[src/hdl/neighbor_table_with_aging_defines.svh]
// Assertion macros shared by the neighbor table RTL.
`ifndef NEIGHBOR_TABLE_WITH_AGING_DEFINES_SVH
`define NEIGHBOR_TABLE_WITH_AGING_DEFINES_SVH

`ifndef SYNTH

`define NTA_ASSERT(lbl, clk, rstn, prop) \
  lbl: assert property (@(posedge clk) disable iff (!rstn) (prop)) \
    else $error("neighbor table assertion failed");

`define NTA_ASSERT_IMP(lbl, clk, rstn, ante, cons) \
  lbl: assert property (@(posedge clk) disable iff (!rstn) (ante) |-> (cons)) \
    else $error("neighbor table implication failed");

`define NTA_ASSERT_NXT(lbl, clk, rstn, ante, cons) \
  lbl: assert property (@(posedge clk) disable iff (!rstn) (ante) |=> (cons)) \
    else $error("neighbor table sequence failed");

`else

`define NTA_ASSERT(lbl, clk, rstn, prop)
`define NTA_ASSERT_IMP(lbl, clk, rstn, ante, cons)
`define NTA_ASSERT_NXT(lbl, clk, rstn, ante, cons)

`endif

`endif

[src/hdl/nta_pkg.sv]
// Package with codes, constants and the token type of the neighbor table.
package nta_pkg;

  localparam int NeighborSlotsDef = 8;
  localparam int NeighborSlotsMax = 64;
  localparam int SlotIdxW = $clog2(NeighborSlotsMax);

  localparam logic [31:0] TimeoutReset = 32'd3000000;

  localparam int CfgAddrW = 3;
  localparam logic RegTimeout = 1'b0;

  localparam logic [1:0] CMD_UPDATE = 2'd0;
  localparam logic [1:0] CMD_PRUNE  = 2'd1;
  localparam logic [1:0] CMD_READ   = 2'd2;
  localparam logic [1:0] CMD_UNUSED = 2'd3;

  localparam logic [1:0] STAT_UPDATED = 2'd0;
  localparam logic [1:0] STAT_ALLOC   = 2'd1;
  localparam logic [1:0] STAT_FULL    = 2'd2;
  localparam logic [1:0] STAT_DONE    = 2'd3;

  typedef enum logic [1:0] {
    TOK_SCAN,
    TOK_PRUNE,
    TOK_READ,
    TOK_WRITE
  } tok_op_e;

  // A request token travels down the row of cells, one cell per cycle.
  typedef struct packed {
    logic                vld;
    tok_op_e             op;
    logic [47:0]         mac;
    logic [31:0]         x;
    logic [31:0]         y;
    logic [31:0]         hdg;
    logic [63:0]         tim;
    logic                hit;
    logic [SlotIdxW-1:0] hidx;
    logic                free;
    logic [SlotIdxW-1:0] fidx;
    logic [3:0]          cnt;
  } token_t;

endpackage

[src/hdl/nta_cell.sv]
// One table slot: holds its entry and handles the token passing through it.
module nta_cell #(
  parameter int CellIdx = 0
) (
  input  logic             clk_i,
  input  logic             rst_ni,
  input  logic [31:0]      timeout_i,
  input  nta_pkg::token_t  tok_i,
  output nta_pkg::token_t  tok_o
);

  logic                    valid_q, valid_d;
  logic [47:0]             key_q, key_d;
  logic [31:0]             x_q, x_d;
  logic [31:0]             y_q, y_d;
  logic [31:0]             hdg_q, hdg_d;
  logic [63:0]             seen_q, seen_d;
  nta_pkg::token_t         tok_q, tok_d;
  logic                    sel;
  logic [63:0]             age;

  assign sel = (tok_i.hidx == nta_pkg::SlotIdxW'(CellIdx));
  assign age = tok_i.tim - seen_q;

  always_comb begin
    tok_d   = tok_i;
    valid_d = valid_q;
    key_d   = key_q;
    x_d     = x_q;
    y_d     = y_q;
    hdg_d   = hdg_q;
    seen_d  = seen_q;
    if (tok_i.vld) begin
      case (tok_i.op)
        nta_pkg::TOK_SCAN: begin
          if (!tok_i.hit && valid_q && (key_q == tok_i.mac)) begin
            tok_d.hit  = 1'b1;
            tok_d.hidx = nta_pkg::SlotIdxW'(CellIdx);
          end
          if (!tok_i.free && !valid_q) begin
            tok_d.free = 1'b1;
            tok_d.fidx = nta_pkg::SlotIdxW'(CellIdx);
          end
        end
        nta_pkg::TOK_PRUNE: begin
          if (valid_q && (age > 64'(timeout_i))) begin
            valid_d   = 1'b0;
            tok_d.cnt = tok_i.cnt + 4'd1;
          end
        end
        nta_pkg::TOK_READ: begin
          if (sel) begin
            tok_d.hit = valid_q;
            tok_d.mac = key_q;
            tok_d.x   = x_q;
            tok_d.y   = y_q;
            tok_d.hdg = hdg_q;
            tok_d.tim = seen_q;
          end
        end
        nta_pkg::TOK_WRITE: begin
          if (sel) begin
            x_d    = tok_i.x;
            y_d    = tok_i.y;
            hdg_d  = tok_i.hdg;
            seen_d = tok_i.tim;
            if (tok_i.hit) begin
              valid_d = 1'b1;
              key_d   = tok_i.mac;
            end
          end
        end
        default: begin
          tok_d = tok_i;
        end
      endcase
    end
  end

  always_ff @(posedge clk_i or negedge rst_ni) begin
    if (!rst_ni) begin
      valid_q <= 1'b0;
      key_q   <= '0;
      x_q     <= '0;
      y_q     <= '0;
      hdg_q   <= '0;
      seen_q  <= '0;
      tok_q   <= '0;
    end else begin
      valid_q <= valid_d;
      key_q   <= key_d;
      x_q     <= x_d;
      y_q     <= y_d;
      hdg_q   <= hdg_d;
      seen_q  <= seen_d;
      tok_q   <= tok_d;
    end
  end

  assign tok_o = tok_q;

endmodule

[config.mk]
export PLATFORM = sky130hd
export DESIGN_NAME = nta_cell
export DESIGN_NICKNAME = d
export VERILOG_FILES = /design/src/hdl/neighbor_table_with_aging_defines.svh /design/src/hdl/nta_pkg.sv /design/src/hdl/nta_cell.sv
export SDC_FILE = /design/constraint.sdc
export NUM_CORES = 1
export LEC_CHECK = 0
export ABC_CLOCK_PERIOD_IN_PS = 4800
export BUFFER_PORTS_ARGS = -buffer_cell sky130_fd_sc_hd__buf_2
export CAP_MARGIN = 20
export CORE_MARGIN = 2
export CORE_UTILIZATION = 50
export CTS_CLUSTER_DIAMETER = 40
export DETAILED_ROUTE_END_ITERATION = 6
export GPL_ROUTABILITY_DRIVEN = 0
export PLACE_DENSITY = 0.8
export SYNTH_ARGS = -nofsm -noshare
export SYNTH_HDL_FRONTEND = slang
export SYNTH_SLANG_ARGS = --single-unit
[constraint.sdc]
create_clock -name clk_i -period 4.8 [get_ports clk_i]
set_clock_uncertainty 0.15 [all_clocks]
set_input_delay 0 -clock clk_i [delete_from_list [all_inputs] [get_ports clk_i]]
set_output_delay 0 -clock clk_i [all_outputs]
set_load 0.02 [all_outputs]
* Word level (Yosys, flattened, before mapping)
Index checks and enable logic that the tools add are counted.
** Storage, ports and cells
- Register bits :: 438
- Output and inout bits :: 229
- Bits of input ports :: 263
** Cells by class
- Reductions and logical operators :: 13
- Muxes and demuxes :: 13
- Add/sub/neg operators :: 2
- Eq/ne operators :: 7
- $lt $le $gt $ge :: 1
** Operator list (number)
- 229-bit 2-to-1 mux :: 1
- 209-bit 2-to-1 mux :: 1
- 208-bit 2-to-1 mux :: 1
- 64-bit by 32-bit > comparator with 1-bit output :: 1
- 64-bit subtractor :: 1
- 48-bit equality test :: 1
- 7-bit 2-to-1 mux :: 2
- 13-bit 2-to-1 mux :: 1
- 4-bit 2-to-1 mux :: 2
- 6-bit zero test :: 1
- 2-bit inequality test (second input constant) :: 3
- 5-bit AND reduction :: 1
- 4-bit by 1-bit adder with 4-bit output (second input constant) :: 1
- 2-bit equality test (second input constant) :: 2
- 1-bit logical AND :: 4
- 1-bit case mux with 2 select lines :: 2
- 4-bit AND reduction :: 1
- 1-bit zero test :: 3
- 1-bit 2-to-1 mux :: 3
- 3-bit AND reduction :: 1
- 2-bit by 1-bit equality test with 1-bit output (second input constant) :: 1
- 2-bit zero test :: 1
- 2-bit nonzero test :: 1

* Longest topological paths before layout
- Depth in word-level cells :: 6
- Depth in mapped cells :: 23
- Depth with buffers taken out :: 23

* Worst setup path after synthesis
OpenSTA, ideal clock, no wires.
- Path kind :: flip-flop to flip-flop
- Start :: register seen_q[0]
- End :: register tok_q (netlist bit tok_o[1])
- Stages on the path, launching flop included :: 23
- Data arrival time :: 4.509 ns
- Library setup time :: 0.125 ns
- Buffers on the path :: 0
- Setup slack :: 0.016 ns
- Path through :: dfrtp_1 > ha_1 > inv_1 > fa_1 > a21o_1 > a221oi_2 > a2bb2oi_2 > nand3_1 > a21oi_1 > o21ai_0 > xor2_1 > ha_1 > nand4_1 > nor4_1 > nand2_1 > o311a_1 > nor4_1 > nand4_1 > nor4_1 > and4_1 > and4_1 > a21oi_2 > mux2_4
** RTL lines
- start, declared :: line nta_cell.sv:17 : logic [63:0] seen_q, seen_d;
- start signal, assigned :: line nta_cell.sv:95 : seen_q <= seen_d;
- end signal, assigned :: line nta_cell.sv:96 : tok_q <= tok_d;
- end, declared :: line nta_cell.sv:18 : nta_pkg::token_t tok_q, tok_d;

==> metrics.md <==
| Metric | Value |
|---|---|
| Final setup violation count | `5` |
| First-pass GRT wire length | `approximately 140000 um` |
| CP Launch Type | `register` |
| Syn Std Cell Area | `about 22000 um2` |
| DRC Markers | `7` |
| Asr flop ratio synth | `100%` |
| Inst Count DP | `between 3000 and 4000` |
| Peak supply drop | `513 uV` |
| Die ar. | `~46000 um2` |
| Slew @ Worst Pin | `~1100 ps` |
| Routed len/inst | `23.2 um` |
| Syn nets | `about 2700` |
| Critical path peak fanout | `2` |
| Max-cap viol count | `0` |
| Failing checks | `design-rule violations, negative hold slack, negative setup slack` |
| Clock latency on the worst-skew pair | `slightly above 600 ps` |
| Largest net degree at the start of global routing | `~170` |
| GRT Resource Usage Total | `between 30% and 40%` |
| Nets@finish | `between 3000 and 4000` |
| Worst Setup End Kind | `register` |
| Fin Hold WS | `-12.3 ps` |
| Routed vias | `~23000` |
| Vias in the first global route | `between 20000 and 25000` |
| Leak | `about 16 nW` |
| Fraction of layout cells with a size suffix above 1 | `between 20% and 30%` |
| Placed inst area | `about 26000 um2` |
| Worst slack, placed | `-612 ps` |
| Status | `complete, but fails checks` |
| I/O pins | `492` |
| Final Non-Filler Cells | `3852` |
| First DRT Iteration DRCs | `about 2800` |
| Area grow syn2layout | `42.4%` |
| Worst EP required | `around 5000 ps` |
| CTS tree | `yes` |
| CTS root buffer | `clkbuf_16` |
| CTS Buf Count | `58` |
| Worst Path Arrival | `roughly 5400 ps` |
| Fin worst setup slack | `-213 ps` |
| Fin crit period | `around 5000 ps` |
| Setup TNS | `-984 ps` |
| Slew Limit Fails | `0` |
| DPL Wire Length | `approximately 50000 um` |
| Area contributors post-synth | `dfrtp_1, nand2_1, mux2_2, ha_1, o21ai_0` |
| Initial antenna violation count | `12` |
| Post-synth EDFFs | `0` |
| Clk sinks | `around 440` |
| Die Y | `215 um` |
| # port buffers | `roughly 490` |
| Vias per cell | `5.96` |
| Core ar. | `around 44000 um2` |
| Post-Syn Area per Cell | `about 9.6 um2` |
| DRT Pass-1 Iters | `7` |
| Routed WL | `~89000 um` |
| Final hold viol count | `1` |
| Starting Density | `between 50 and 60%` |
| Most used flip-flop cell after synthesis | `dfrtp_1` |
| Overflow after GRT | `0` |
| Area leader, netlist | `dfrtp_1` |
| Post-route ant nets | `0` |
| Fin crit share | `104%` |
| Final Total Pwr | `10.9 mW` |
| # H-tree levels | `2` |
| Synth top area share | `just under 50%` |
| Pwr Density | `343 nW/um2` |
| # rows | `77` |
| Hold Path Class | `in -> reg` |
| DIE WIDTH | `~210 um` |
| Flops & latches, synth | `between 400 and 500` |
| Gate count of the mapped netlist | `around 2300` |
| Util after Layout | `approximately 70%` |
| Unrepaired setup endpoints after global routing | `true` |
| Distinct cells, synth | `80` |
| Clk slew on worst S/H paths | `around 70 ps` |
| Post-route design area | `roughly 32000 um2` |
| Synth warnings | `0` |
| Fmax | `0.199 GHz` |
| Buffer depth of the longest clock path | `3` |
| Register area share after synthesis | `between 40 and 50%` |
| CP Class | `reg -> reg` |
| Relative slew slack | `between 20% and 30%` |
==> power by group <==
part	switching (mW)	internal, mW	leakage (nW)	total, mW
clock	1.92	2.79	1.02	4.72
sequential	0.108	3.89	5.28	3.99
combinational	1.24	0.910	9.41	2.15
total	3.28	7.59	15.7	10.9
==> cell families (layout without fill, tap and decap cells) <==
| family | Yosys count | in the layout | synth area share, % |
|---|---|---|---|
| muxes | 181 | 181 | 9.16 |
| DFF | 438 | 438 | 49.3 |
| other | 0 | 16 | 0 |
| xor gates and xnor gates | 72 | 72 | 2.84 |
| adders and majority gates | 97 | 97 | 5.50 |
| buffers and inverters | 249 | 1189 | 4.40 |
| and+or+nand+nor | 796 | 796 | 15.6 |
| AOI/OAI and AO/OA | 471 | 471 | 13.2 |
==> path summary, 6_finish.rpt <==
check	start	end	slack [ps]	depth (start not counted)
worst min register to register	hdg_q[0]	hdg_q[0]	330	2
worst min-delay path	tok_i[146]	x_q[0]	-10	4
max in group asynchronous	rst_ni	tok_o[28]	3200	4
worst max-delay path	seen_q[0]	tok_o[1]	-210	22
min in group asynchronous	rst_ni	seen_q[39]	500	4
worst max register to register	seen_q[0]	tok_o[1]	-210	22
==> cells in the mapped netlist (all sizes together), types with 18 or more instances <==
library cell  count
ha               96
o21a             29
dfrtp           438
nor2b            18
xnor2            31
o21ai           203
a21o             23
nor3             20
nor2             69
nor4             24
nand3            22
clkbuf           79
inv             132
buf              38
a21oi           102
xor2             41
mux2            176
nand2           539
nand4            54
==> cell type report <==
| cell class | count | area, um2 |
|---|---|---|
| clock inverters | 38 | 581 |
| fillers | 2823 | 12400 |
| flip-flops and latches | 438 | 11000 |
| well taps | 592 | 741 |
| diodes | 16 | 40.0 |
| multi-input cells | 1617 | 10500 |
| repair buffers | 950 | 6820 |
| clock buffers | 69 | 1530 |
| inverters | 132 | 495 |
==> sequential cells by signal (all words and copies together) (netlist names) <==
signal	flops
seen_q	64
tok_o	229
x_q	32
hdg_q	32
valid_q	1
key_q	48
y_q	32
==> critical path: stages, from the launching register on <==
cell and delay (ps):
dfrtp_1 370, ha_2 200, inv_2 40, fa_2 340, a21o_1 200, a221oi_4 310
a2bb2oi_2 230, nand3_2 120, a21oi_2 160, buf_4 140, xnor2_2 60, ha_1 310
nand4_1 160, nor4_2 370, nand2_1 140, o311a_1 130, nor4_2 160, nand4_1 160
nor4_2 270, and4_1 220, and4_4 290, a21oi_4 80, mux2_4 320
==> what timing repair did <==
action | in CTS | in global routing
hold buffers | 335 | 0
resized for setup | 28 | 8
pin swaps | 14 | 2
setup endpoints to repair | 5 | 5
setup buffers | 8 | 1
endpoints found under the hold margin | 810 | 0
cloned | 0 | 0
==> layout by cell type (no fill, tap or decap), types with 28 or more instances in the layout <==
cell	n
nand2_1	538
mux2_2	175
o21ai_0	194
inv_1	131
clkbuf_16	58
dlygate4sd3_1	334
xor2_1	41
a21oi_1	91
ha_1	93
nor2_1	68
dfrtp_1	438
xnor2_1	30
buf_2	490
buf_4	119
o21a_1	28
nand4_1	54
==> per-layer routing <==
metal  global-route usage [%]  vias up  share of wire, %
met5                        0        -            0.0078
met4                     30.2        2               9.5
met3                     10.5      628               9.9
met2                     62.7     1691                47
met1                     42.1    10900                34
li1                         -     9713                 -
(Power assumes the default switching activity.)
